File: src/hw/rtl/cfgl_pkg.sv
// Shared types and constants for the key=value configuration text lexer.
package cfgl_pkg;

    // Field widths
    localparam int LEN_W  = 11;
    localparam int LINE_W = 16;

    // Reset value of the token length limit
    localparam logic [LEN_W-1:0] MAX_LEN_RESET = 11'd1024;

    // Result queue between front and back (power of two depth)
    localparam int QUEUE_DEPTH = 4;
    localparam int QPTR_W      = $clog2(QUEUE_DEPTH);
    localparam int QCNT_W      = QPTR_W + 1;

    // Character codes
    localparam logic [7:0] CH_NL     = 8'd10;
    localparam logic [7:0] CH_TAB    = 8'd9;
    localparam logic [7:0] CH_VT     = 8'd11;
    localparam logic [7:0] CH_CR     = 8'd13;
    localparam logic [7:0] CH_SPACE  = 8'd32;
    localparam logic [7:0] CH_QUOTE  = 8'd34;
    localparam logic [7:0] CH_HASH   = 8'd35;
    localparam logic [7:0] CH_EQUAL  = 8'd61;
    localparam logic [7:0] CH_BSLASH = 8'd92;
    localparam logic [7:0] CH_UPPER_A = 8'd65;
    localparam logic [7:0] CH_UPPER_Z = 8'd90;
    localparam logic [7:0] CH_LOWER_A = 8'd97;
    localparam logic [7:0] CH_LOWER_Z = 8'd122;
    localparam logic [7:0] CH_UNDER  = 8'd95;
    localparam logic [7:0] CH_ZERO   = 8'd48;
    localparam logic [7:0] CH_NINE   = 8'd57;

    // Lexer modes
    typedef enum logic [2:0] {
        MODE_IDLE = 3'd0,
        MODE_ID   = 3'd1,
        MODE_STR  = 3'd2,
        MODE_DEC  = 3'd3,
        MODE_SKIP = 3'd4
    } mode_t;

    // Result kinds
    typedef enum logic [2:0] {
        KIND_SINGLE   = 3'd0,
        KIND_EQUAL    = 3'd1,
        KIND_IDENT    = 3'd2,
        KIND_STRING   = 3'd3,
        KIND_DECIMAL  = 3'd4,
        KIND_TEXT     = 3'd5,
        KIND_END      = 3'd6,
        KIND_TOO_LONG = 3'd7
    } kind_t;

    // One input request
    typedef struct packed {
        logic [7:0] byte_req;
        logic       end_of_input;
    } item_t;

    // One result
    typedef struct packed {
        kind_t             kind;
        logic [7:0]        value;
        logic [LEN_W-1:0]  token_length;
        logic [LINE_W-1:0] line_count;
        logic              last;
    } result_t;

    // All results of one request (one or two)
    typedef struct packed {
        logic    two;
        result_t r0;
        result_t r1;
    } pair_t;

    // Write side of the result queue
    typedef struct packed {
        logic  valid;
        pair_t pair;
    } pair_push_t;

endpackage

File: src/hw/rtl/cfgl_front.sv
// Front end: accepts bytes, runs the lexer modes and forms the results of each request.
module cfgl_front (
    input  logic                  clk,
    input  logic                  rst_n,
    input  logic                  push,
    output logic                  full,
    input  cfgl_pkg::item_t       item,
    input  logic                  cfg_valid,
    output logic                  cfg_ready,
    input  logic [cfgl_pkg::LEN_W-1:0] cfg_data,
    input  logic                  q_full,
    output cfgl_pkg::pair_push_t  q_push
);

    function automatic logic is_alpha(input logic [7:0] c);
        is_alpha = (c >= cfgl_pkg::CH_UPPER_A && c <= cfgl_pkg::CH_UPPER_Z) ||
                   (c >= cfgl_pkg::CH_LOWER_A && c <= cfgl_pkg::CH_LOWER_Z) ||
                   (c == cfgl_pkg::CH_UNDER);
    endfunction

    function automatic logic is_digit(input logic [7:0] c);
        is_digit = (c >= cfgl_pkg::CH_ZERO && c <= cfgl_pkg::CH_NINE);
    endfunction

    function automatic cfgl_pkg::result_t mk_result(
        input cfgl_pkg::kind_t            k,
        input logic [7:0]                 v,
        input logic [cfgl_pkg::LEN_W-1:0] len
    );
        cfgl_pkg::result_t r;
        r              = '0;
        r.kind         = k;
        r.value        = v;
        r.token_length = len;
        mk_result      = r;
    endfunction

    // State
    cfgl_pkg::mode_t                mode_reg, mode_next;
    logic [cfgl_pkg::LEN_W-1:0]     count_reg, count_next;
    logic [7:0]                     prev_reg, prev_next;
    logic                           end_seen_reg, end_seen_next;
    logic [cfgl_pkg::LINE_W-1:0]    lines_reg, lines_next;
    logic [cfgl_pkg::LEN_W-1:0]     max_len_reg;

    logic                           accept;
    logic [7:0]                     c;
    logic [cfgl_pkg::LEN_W-1:0]     grow_cnt;
    logic                           line_inc;

    // Idle-mode decode of the current byte
    logic                           idle_valid;
    cfgl_pkg::result_t              idle_res;
    cfgl_pkg::mode_t                idle_mode;
    logic                           idle_start;
    logic                           idle_quote;
    logic                           idle_line;

    // Results of this request
    logic                           v0, v1;
    cfgl_pkg::result_t              r0, r1;

    assign accept    = push && !full;
    assign full      = q_full;
    assign cfg_ready = 1'b1;
    assign c         = item.byte_req;
    assign grow_cnt  = count_reg + 11'd1;

    // Idle-mode classification
    always_comb
    begin
        idle_valid = 1'b0;
        idle_res   = '0;
        idle_mode  = cfgl_pkg::MODE_IDLE;
        idle_start = 1'b0;
        idle_quote = 1'b0;
        idle_line  = 1'b0;
        priority if (c == cfgl_pkg::CH_NL)
        begin
            idle_line  = 1'b1;
            idle_valid = 1'b1;
            idle_res   = mk_result(cfgl_pkg::KIND_SINGLE, c, '0);
        end
        else if (c == cfgl_pkg::CH_SPACE || c == cfgl_pkg::CH_TAB ||
                 c == cfgl_pkg::CH_VT || c == cfgl_pkg::CH_CR)
        begin
            idle_valid = 1'b0;
        end
        else if (c == cfgl_pkg::CH_HASH)
        begin
            idle_mode = cfgl_pkg::MODE_SKIP;
        end
        else if (is_alpha(c))
        begin
            idle_mode  = cfgl_pkg::MODE_ID;
            idle_start = 1'b1;
            idle_valid = 1'b1;
            idle_res   = mk_result(cfgl_pkg::KIND_TEXT, c, '0);
        end
        else if (is_digit(c))
        begin
            idle_mode  = cfgl_pkg::MODE_DEC;
            idle_start = 1'b1;
            idle_valid = 1'b1;
            idle_res   = mk_result(cfgl_pkg::KIND_TEXT, c, '0);
        end
        else if (c == cfgl_pkg::CH_QUOTE)
        begin
            idle_mode  = cfgl_pkg::MODE_STR;
            idle_start = 1'b1;
            idle_quote = 1'b1;
        end
        else if (c == cfgl_pkg::CH_EQUAL)
        begin
            idle_valid = 1'b1;
            idle_res   = mk_result(cfgl_pkg::KIND_EQUAL, 8'd0, '0);
        end
        else
        begin
            idle_valid = 1'b1;
            idle_res   = mk_result(cfgl_pkg::KIND_SINGLE, c, '0);
        end
    end

    // Mode step: next state and up to two results
    always_comb
    begin
        mode_next     = mode_reg;
        count_next    = count_reg;
        prev_next     = prev_reg;
        end_seen_next = end_seen_reg;
        line_inc      = 1'b0;
        v0            = 1'b0;
        v1            = 1'b0;
        r0            = '0;
        r1            = '0;
        if (item.end_of_input)
        begin
            v0 = 1'b1;
            if (!end_seen_reg)
            begin
                end_seen_next = 1'b1;
                mode_next     = cfgl_pkg::MODE_IDLE;
                count_next    = '0;
                r0            = mk_result(cfgl_pkg::KIND_SINGLE, cfgl_pkg::CH_NL, '0);
            end
            else
            begin
                r0 = mk_result(cfgl_pkg::KIND_END, 8'd0, '0);
            end
        end
        else
        begin
            unique case (mode_reg)
                cfgl_pkg::MODE_ID, cfgl_pkg::MODE_DEC:
                begin
                    if (is_digit(c) || (mode_reg == cfgl_pkg::MODE_ID && is_alpha(c)))
                    begin
                        // token grows
                        v0         = 1'b1;
                        r0         = mk_result(cfgl_pkg::KIND_TEXT, c, '0);
                        count_next = grow_cnt;
                        if (grow_cnt >= max_len_reg)
                        begin
                            v1         = 1'b1;
                            r1         = mk_result(cfgl_pkg::KIND_TOO_LONG, 8'd0, grow_cnt);
                            mode_next  = cfgl_pkg::MODE_IDLE;
                            count_next = '0;
                        end
                    end
                    else
                    begin
                        // token ends; the byte is lexed again in idle mode
                        v0 = 1'b1;
                        r0 = mk_result((mode_reg == cfgl_pkg::MODE_ID) ?
                                       cfgl_pkg::KIND_IDENT : cfgl_pkg::KIND_DECIMAL,
                                       8'd0, count_reg);
                        mode_next  = idle_mode;
                        count_next = idle_start ? 11'd1 : 11'd0;
                        if (idle_quote)
                        begin
                            prev_next = c;
                        end
                        line_inc = idle_line;
                        v1       = idle_valid;
                        r1       = idle_res;
                    end
                end
                cfgl_pkg::MODE_STR:
                begin
                    if (c != cfgl_pkg::CH_QUOTE || prev_reg == cfgl_pkg::CH_BSLASH)
                    begin
                        prev_next  = c;
                        v0         = 1'b1;
                        r0         = mk_result(cfgl_pkg::KIND_TEXT, c, '0);
                        count_next = grow_cnt;
                        if (grow_cnt >= max_len_reg)
                        begin
                            // opening quote is not part of the reported length
                            v1         = 1'b1;
                            r1         = mk_result(cfgl_pkg::KIND_TOO_LONG, 8'd0,
                                                   grow_cnt - 11'd1);
                            mode_next  = cfgl_pkg::MODE_IDLE;
                            count_next = '0;
                        end
                    end
                    else
                    begin
                        v0 = 1'b1;
                        r0 = mk_result(cfgl_pkg::KIND_STRING, 8'd0,
                                       (count_reg != '0) ? count_reg - 11'd1 : '0);
                        mode_next  = cfgl_pkg::MODE_IDLE;
                        count_next = '0;
                    end
                end
                cfgl_pkg::MODE_SKIP:
                begin
                    if (c == cfgl_pkg::CH_NL)
                    begin
                        line_inc  = 1'b1;
                        mode_next = cfgl_pkg::MODE_IDLE;
                        v0        = 1'b1;
                        r0        = mk_result(cfgl_pkg::KIND_SINGLE, c, '0);
                    end
                end
                default:
                begin
                    mode_next = idle_mode;
                    if (idle_start)
                    begin
                        count_next = 11'd1;
                    end
                    if (idle_quote)
                    begin
                        prev_next = c;
                    end
                    line_inc = idle_line;
                    v0       = idle_valid;
                    r0       = idle_res;
                end
            endcase
        end
    end

    // Saturating line counter
    assign lines_next = (line_inc && lines_reg != '1) ? lines_reg + 16'd1 : lines_reg;

    // Queue write: stamp line count and last flags
    always_comb
    begin
        q_push                      = '0;
        q_push.valid                = accept && v0;
        q_push.pair.two             = v1;
        q_push.pair.r0              = r0;
        q_push.pair.r0.line_count   = lines_next;
        q_push.pair.r0.last         = !v1;
        q_push.pair.r1              = r1;
        q_push.pair.r1.line_count   = lines_next;
        q_push.pair.r1.last         = 1'b1;
    end

    // State registers
    always_ff @(posedge clk or negedge rst_n)
    begin
        if (!rst_n)
        begin
            mode_reg     <= cfgl_pkg::MODE_IDLE;
            count_reg    <= '0;
            prev_reg     <= '0;
            end_seen_reg <= 1'b0;
            lines_reg    <= '0;
            max_len_reg  <= cfgl_pkg::MAX_LEN_RESET;
        end
        else
        begin
            if (cfg_valid && cfg_ready)
            begin
                max_len_reg <= cfg_data;
            end
            if (accept)
            begin
                mode_reg     <= mode_next;
                count_reg    <= count_next;
                prev_reg     <= prev_next;
                end_seen_reg <= end_seen_next;
                lines_reg    <= lines_next;
            end
        end
    end

endmodule

File: src/hw/rtl/cfgl_queue.sv
// Short queue of per-request result groups between front and back.
module cfgl_queue (
    input  logic                 clk,
    input  logic                 rst_n,
    input  cfgl_pkg::pair_push_t push,
    output logic                 full,
    input  logic                 pop,
    output logic                 empty,
    output cfgl_pkg::pair_t      head
);

    cfgl_pkg::pair_t                 mem_reg [cfgl_pkg::QUEUE_DEPTH];
    logic [cfgl_pkg::QPTR_W-1:0]     wr_ptr_reg, rd_ptr_reg;
    logic [cfgl_pkg::QCNT_W-1:0]     count_reg, count_next;
    logic                            wr_en, rd_en;

    assign full  = (count_reg == cfgl_pkg::QCNT_W'(cfgl_pkg::QUEUE_DEPTH));
    assign empty = (count_reg == '0);
    assign wr_en = push.valid && !full;
    assign rd_en = pop && !empty;
    assign head  = mem_reg[rd_ptr_reg];

    // Occupancy
    always_comb
    begin
        unique case ({wr_en, rd_en})
            2'b10:   count_next = count_reg + cfgl_pkg::QCNT_W'(1);
            2'b01:   count_next = count_reg - cfgl_pkg::QCNT_W'(1);
            default: count_next = count_reg;
        endcase
    end

    // Storage
    always_ff @(posedge clk)
    begin
        if (wr_en)
        begin
            mem_reg[wr_ptr_reg] <= push.pair;
        end
    end

    // Pointers wrap naturally at the power-of-two depth
    always_ff @(posedge clk or negedge rst_n)
    begin
        if (!rst_n)
        begin
            wr_ptr_reg <= '0;
            rd_ptr_reg <= '0;
            count_reg  <= '0;
        end
        else
        begin
            if (wr_en)
            begin
                wr_ptr_reg <= wr_ptr_reg + cfgl_pkg::QPTR_W'(1);
            end
            if (rd_en)
            begin
                rd_ptr_reg <= rd_ptr_reg + cfgl_pkg::QPTR_W'(1);
            end
            count_reg <= count_next;
        end
    end

endmodule

File: src/hw/rtl/cfgl_back.sv
// Back end: holds one result group and hands its results out one at a time.
module cfgl_back (
    input  logic              clk,
    input  logic              rst_n,
    input  cfgl_pkg::pair_t   head,
    input  logic              q_empty,
    output logic              q_pop,
    output logic              empty,
    input  logic              pop,
    output cfgl_pkg::result_t result
);

    cfgl_pkg::pair_t cur_reg;
    logic            valid_reg, valid_next;
    logic            second_reg, second_next;
    logic            done;
    logic            advance;
    logic            load;

    assign empty   = !valid_reg;
    assign result  = second_reg ? cur_reg.r1 : cur_reg.r0;
    assign done    = valid_reg && pop && (second_reg || !cur_reg.two);
    assign advance = valid_reg && pop && !second_reg && cur_reg.two;
    assign load    = (!valid_reg || done) && !q_empty;
    assign q_pop   = load;

    // Output slot control
    always_comb
    begin
        valid_next  = valid_reg;
        second_next = second_reg;
        priority if (load)
        begin
            valid_next  = 1'b1;
            second_next = 1'b0;
        end
        else if (done)
        begin
            valid_next  = 1'b0;
            second_next = 1'b0;
        end
        else if (advance)
        begin
            second_next = 1'b1;
        end
    end

    // Result group payload
    always_ff @(posedge clk)
    begin
        if (load)
        begin
            cur_reg <= head;
        end
    end

    always_ff @(posedge clk or negedge rst_n)
    begin
        if (!rst_n)
        begin
            valid_reg  <= 1'b0;
            second_reg <= 1'b0;
        end
        else
        begin
            valid_reg  <= valid_next;
            second_reg <= second_next;
        end
    end

    // Second result is only shown for a two-result group
    a_second_two: assert property (@(posedge clk) disable iff (!rst_n)
        valid_reg && second_reg |-> cur_reg.two)
        else $error("second result shown for a single-result group");

    // The shown result is marked last exactly when it closes its group
    a_last_flag: assert property (@(posedge clk) disable iff (!rst_n)
        valid_reg |-> (result.last == (second_reg || !cur_reg.two)))
        else $error("last flag does not match group position");

    // Taking the first of two results moves on to the second
    a_advance: assert property (@(posedge clk) disable iff (!rst_n)
        advance |=> valid_reg && second_reg)
        else $error("second result of group lost");

endmodule

File: src/hw/rtl/config_text_lexer_unit.sv
// Top level of the key=value configuration text lexer.
//
// Input channel: one request per accepted push (push high, full low) carries
// one text byte or an end-of-input mark. Each request gives zero, one or two
// results. Result channel: while empty is low the oldest result is on result;
// it is taken when pop is high. The last result of a request has last set.
// Configuration: the token length limit is written through cfg_valid and
// cfg_data; cfg_ready is always high. Write it only while the lexer is idle.
// Path: an accepted request writes its result group into the queue; the
// output slot register loads it from there before it shows on result.
// Throughput: one request per cycle while full is low; results leave at one
// per cycle while pop is high, so requests that give two results drain at
// half rate. The front lexer step is combinational; a four-entry queue of
// result groups and a one-group output slot sit between front and back.
// Receiver stall: the queue fills and full rises; the lexer state holds.
// Reset: lexer idle, counts and line count zero, limit 1024, queue empty.
module config_text_lexer_unit (
    input  logic                       clk,
    input  logic                       rst_n,
    input  logic                       push,
    output logic                       full,
    input  cfgl_pkg::item_t            item,
    output logic                       empty,
    input  logic                       pop,
    output cfgl_pkg::result_t          result,
    input  logic                       cfg_valid,
    output logic                       cfg_ready,
    input  logic [cfgl_pkg::LEN_W-1:0] cfg_data
);

    cfgl_pkg::pair_push_t q_push;
    cfgl_pkg::pair_t      q_head;
    logic                 q_full;
    logic                 q_empty;
    logic                 q_pop;

    // Lexer front end
    cfgl_front u_front (
        .clk       (clk),
        .rst_n     (rst_n),
        .push      (push),
        .full      (full),
        .item      (item),
        .cfg_valid (cfg_valid),
        .cfg_ready (cfg_ready),
        .cfg_data  (cfg_data),
        .q_full    (q_full),
        .q_push    (q_push)
    );

    // Result group queue
    cfgl_queue u_queue (
        .clk   (clk),
        .rst_n (rst_n),
        .push  (q_push),
        .full  (q_full),
        .pop   (q_pop),
        .empty (q_empty),
        .head  (q_head)
    );

    // Result serializer
    cfgl_back u_back (
        .clk     (clk),
        .rst_n   (rst_n),
        .head    (q_head),
        .q_empty (q_empty),
        .q_pop   (q_pop),
        .empty   (empty),
        .pop     (pop),
        .result  (result)
    );

endmodule

File: config.mk
export PLATFORM = sky130hd
export DESIGN_NAME = config_text_lexer_unit
export DESIGN_NICKNAME = d
export VERILOG_FILES = /design/src/hw/rtl/cfgl_pkg.sv /design/src/hw/rtl/cfgl_front.sv /design/src/hw/rtl/cfgl_queue.sv /design/src/hw/rtl/cfgl_back.sv /design/src/hw/rtl/config_text_lexer_unit.sv
export SDC_FILE = /design/constraint.sdc
export NUM_CORES = 1
export LEC_CHECK = 0
export BUFFER_PORTS_ARGS = -buffer_cell sky130_fd_sc_hd__buf_4
export CORE_AREA = 2 2 204 206
export CTS_CLUSTER_SIZE = 8
export DETAILED_ROUTE_END_ITERATION = 7
export DIE_AREA = 0 0 206 208
export PLACE_DENSITY_LB_ADDON = 0.15
export SLEW_MARGIN = 15
export SYNTH_ARGS = -nofsm -noshare
export SYNTH_HDL_FRONTEND = slang
export SYNTH_SLANG_ARGS = --single-unit
File: constraint.sdc
create_clock -name clk -period 9.4 [get_ports clk]
set_input_delay 2.35 -clock clk [delete_from_list [all_inputs] [get_ports clk]]
set_output_delay 2.35 -clock clk [all_outputs]
set_load 0.005 [all_outputs]
==> out/results.tsv <==
stage	metric	value	unit
outcome	status	finished, final reports clean	
logic_synthesis	dominant synthesized flop cell	edfxtp_1	
placed_design	Cells after DPL	1594	
clocking	TritonCTS clock tree	yes	
route	post-route ant nets	0	
logic_synthesis	cells after synthesis	1067	
worst_setup_path	CP Launch Type	input port	
layout	antenna diode count	0	
timing	fmax	0.209	GHz
layout	Cell Count, Final, Fillers Out	1690	
layout	share of cells above drive strength 1	21.8	%
power	Pwr Total	5.44	mW
layout	post-route cell area	18600	um2
route	drt total wl	36.1	mm
die	IO Pins	67	
power	pwr/cell area	293	nW/um2
layout	final core utilization	45.8	%
worst_setup_path	reg-to-reg startpoint	u_front.count_reg[0]$_DFFE_PN0P_	
route	WL per Instance	21.3	um
worst_setup_path	CP cell instances	buf_4, or3b_1, nor2_1, o22a_1, o211ai_1, and3_1, and2_2, buf_4	
placed_design	placed instance area	17100	um2
job	# Max-Cap Violations	0	
placed_design	dpl ws	4.00	ns
clocking	# H-tree levels	2	
logic_synthesis	EDFF count, synth	310	
worst_setup_path	crit end category	flip-flop	
logic_synthesis	Post-Syn Area	16200	um2
logic_synthesis	Yosys top cell by area	edfxtp_1	
power	VDD IR-drop max	0.185	mV
layout	commonest non-fill, non-tap cell in the layout	edfxtp_1	
timing	final hold violations	0	
hold_path	Min-Delay Path Class	flip-flop to flip-flop	
worst_setup_path	worst-path maximum fanout	34	
worst_setup_path	Worst Setup EP	u_queue.mem_reg[3][60]$_DFFE_PP_	
worst_setup_path	r2r worst-path depth	11	
placed_design	gp weighted congestion	0.842	
logic_synthesis	number of synthesized register bits	369	
clocking	Clock Sinks	369	
logic_synthesis	syn avg cell area	15.1	um2
clocking	hold_buf cts	0	
logic_synthesis	top cells by area, synth	edfxtp_1, dfrtp_1, mux4_2	
global_routing	Remaining Overflow, GRT	0	
global_routing	Global Route Usage Sum	17.2	%
logic_synthesis	Seq/Total Area, Yosys	66.8	%
logic_synthesis	post-synth net total	1113	
timing	part of the cycle the worst path needs	50.8	%
power	Pleak	6.52	nW
timing	final setup fails	0	
timing	Slew HR	32.1	%
die	Die Width	206	um
global_routing	initial antenna violation count	0	
worst_setup_path	critical path's slowest cell	and2_2	
clocking	Num CTS Buffers	52	
timing	Final WS setup	4.62	ns
placed_design	port bufs	65	
route	vias per cell	5.45	
clocking	Clock Latency Late Sink	0.58	ns
worst_setup_path	FF-to-FF End	u_queue.mem_reg[1][25]$_DFFE_PP_	
die	Core ar.	40600	um2
worst_setup_path	CP max stage delay	0.76	ns
placed_design	HPWL Detailed	22.3	mm
logic_synthesis	Yosys top cell area share	57.6	%
layout	Area growth syn-to-layout	15.0	%
worst_setup_path	most frequent CP cell	buf_4	
timing	setup TNS	0	ns
layout	Nets	1162	
timing	Period minus WS final	4.78	ns
route	Residual DRC	0	
timing	max-slew violation count	0	
clocking	PostCTS Resize Cnt	0	
worst_setup_path	CP Class	input port to flip-flop	
layout	Largest register FFs	248	
timing	Fin Hold WS	0.498	ns
layout	most frequent cells in the layout	edfxtp_1, buf_4, mux4_2, nand2_1, dfrtp_1	
route	Iter 0 DRT Violations	623	
logic_synthesis	Yosys warnings	0	
worst_setup_path	reg2reg setup slack	4.71	ns
clocking	Clock transition at path regs	0.05	ns
global_routing	pin count of the biggest net entering global routing	65	
die	count of standard-cell rows	74	
route	drt first pass iters	5	
timing	RSZ-0062 raised after global routing	no	
die	die area	42800	um2
worst_setup_path	Critical Path RT	9.61	ns
timing	Worst Tran Pin Value	1.02	ns
worst_setup_path	WP data arrival	4.98	ns
clocking	number of post-CTS setup repair buffers	0	
timing	clock skew	0.0216	ns
worst_setup_path	crit path from	item[6]	
route	vias	9218	
global_routing	first-pass GRT wire length	55.7	mm
global_routing	vias in the first global route	9329	
clocking	Root Buffer	clkbuf_16	
die	Die Y-Extent	208	um
clocking	clock buffer depth	3	
logic_synthesis	async set-reset flop share out of synthesis	16.0	%
logic_synthesis	Synth cell types	85	
die	Initial Util	39.8	%
-- per-layer routing --
metal	share of wire [%]	up-vias	GRT usage, %
met5	0	-	0
met4	2.5	0	5.71
met3	4.7	61	3.07
met2	49	241	28.0
met1	44	4700	23.2
li1	-	4216	-
-- layout make-up --
cell class                 count  area (um2)
clock buffer                  92        1450
tap                          532         666
inverter                      35         131
multi-input combinational    584        4920
clock inverter                 4        56.3
sequential                   369       10800
timing repair buffer          74         556
fill                        3595       22000
-- power breakdown --
| part | internal [mW] | switching [mW] | total (mW) |
|---|---|---|---|
| clock | 1.04 | 0.679 | 1.72 |
| sequential | 2.29 | 0.164 | 2.45 |
| combinational | 0.598 | 0.670 | 1.27 |
| total | 3.92 | 1.51 | 5.44 |
-- synth_stat cells (all sizes together) (6+ instances only) --
| library cell | count |
|---|---|
| mux2 | 33 |
| nor2 | 46 |
| a21o | 6 |
| mux4 | 62 |
| nand2 | 57 |
| ha | 20 |
| a21oi | 34 |
| and3 | 12 |
| o31ai | 6 |
| clkbuf | 57 |
| nor2b | 12 |
| buf | 22 |
| nand3 | 38 |
| a31oi | 12 |
| or3 | 9 |
| edfxtp | 310 |
| o21ai | 38 |
| nor3b | 6 |
| and2 | 17 |
| o211ai | 7 |
| xnor2 | 22 |
| inv | 35 |
| nand4 | 12 |
| nand2b | 8 |
| nor4 | 9 |
| xor2 | 17 |
| dfrtp | 58 |
| nor3 | 28 |
-- critical path, delay by kind of cell --
kind / cells / cell delay, ns
AOI/OAI and AO/OA: 2 / 0.38
buffers and inverters: 2 / 0.75
and+or+nand+nor: 4 / 1.47
-- how the worst min path moves through the flow --
stage / from / endpoint / depth (start not counted)
after CTS: u_front.end_seen_reg$_DFFE_PN0P_ / u_front.end_seen_reg$_DFFE_PN0P_ / 1
after global routing: u_front.prev_reg[3]$_DFFE_PN0P_ / u_front.prev_reg[3]$_DFFE_PN0P_ / 1
after floorplan: u_front.end_seen_reg$_DFFE_PN0P_ / u_front.end_seen_reg$_DFFE_PN0P_ / 1
final: u_front.end_seen_reg$_DFFE_PN0P_ / u_front.end_seen_reg$_DFFE_PN0P_ / 1
after global placement: u_front.prev_reg[6]$_DFFE_PN0P_ / u_front.prev_reg[6]$_DFFE_PN0P_ / 1
after detailed placement: u_front.end_seen_reg$_DFFE_PN0P_ / u_front.end_seen_reg$_DFFE_PN0P_ / 1
-- cell families (layout without fill, tap and decap cells) --
group                    Yosys count  count (layout)  synth area share, %
AND/OR/NAND/NOR                  273             273                 8.95
flip-flops                       369             369                 66.8
multiplexers                      98              98                 11.1
AO/OA/AOI/OAI                    151             151                 6.38
other                              1               1               0.0232
buffers and inverters            114             205                 2.87
XOR/XNOR                          39              39                 2.11
adder cells (fa/ha/maj)           22              22                 1.74
No activity file was read; power rests on OpenSTA's default activity.
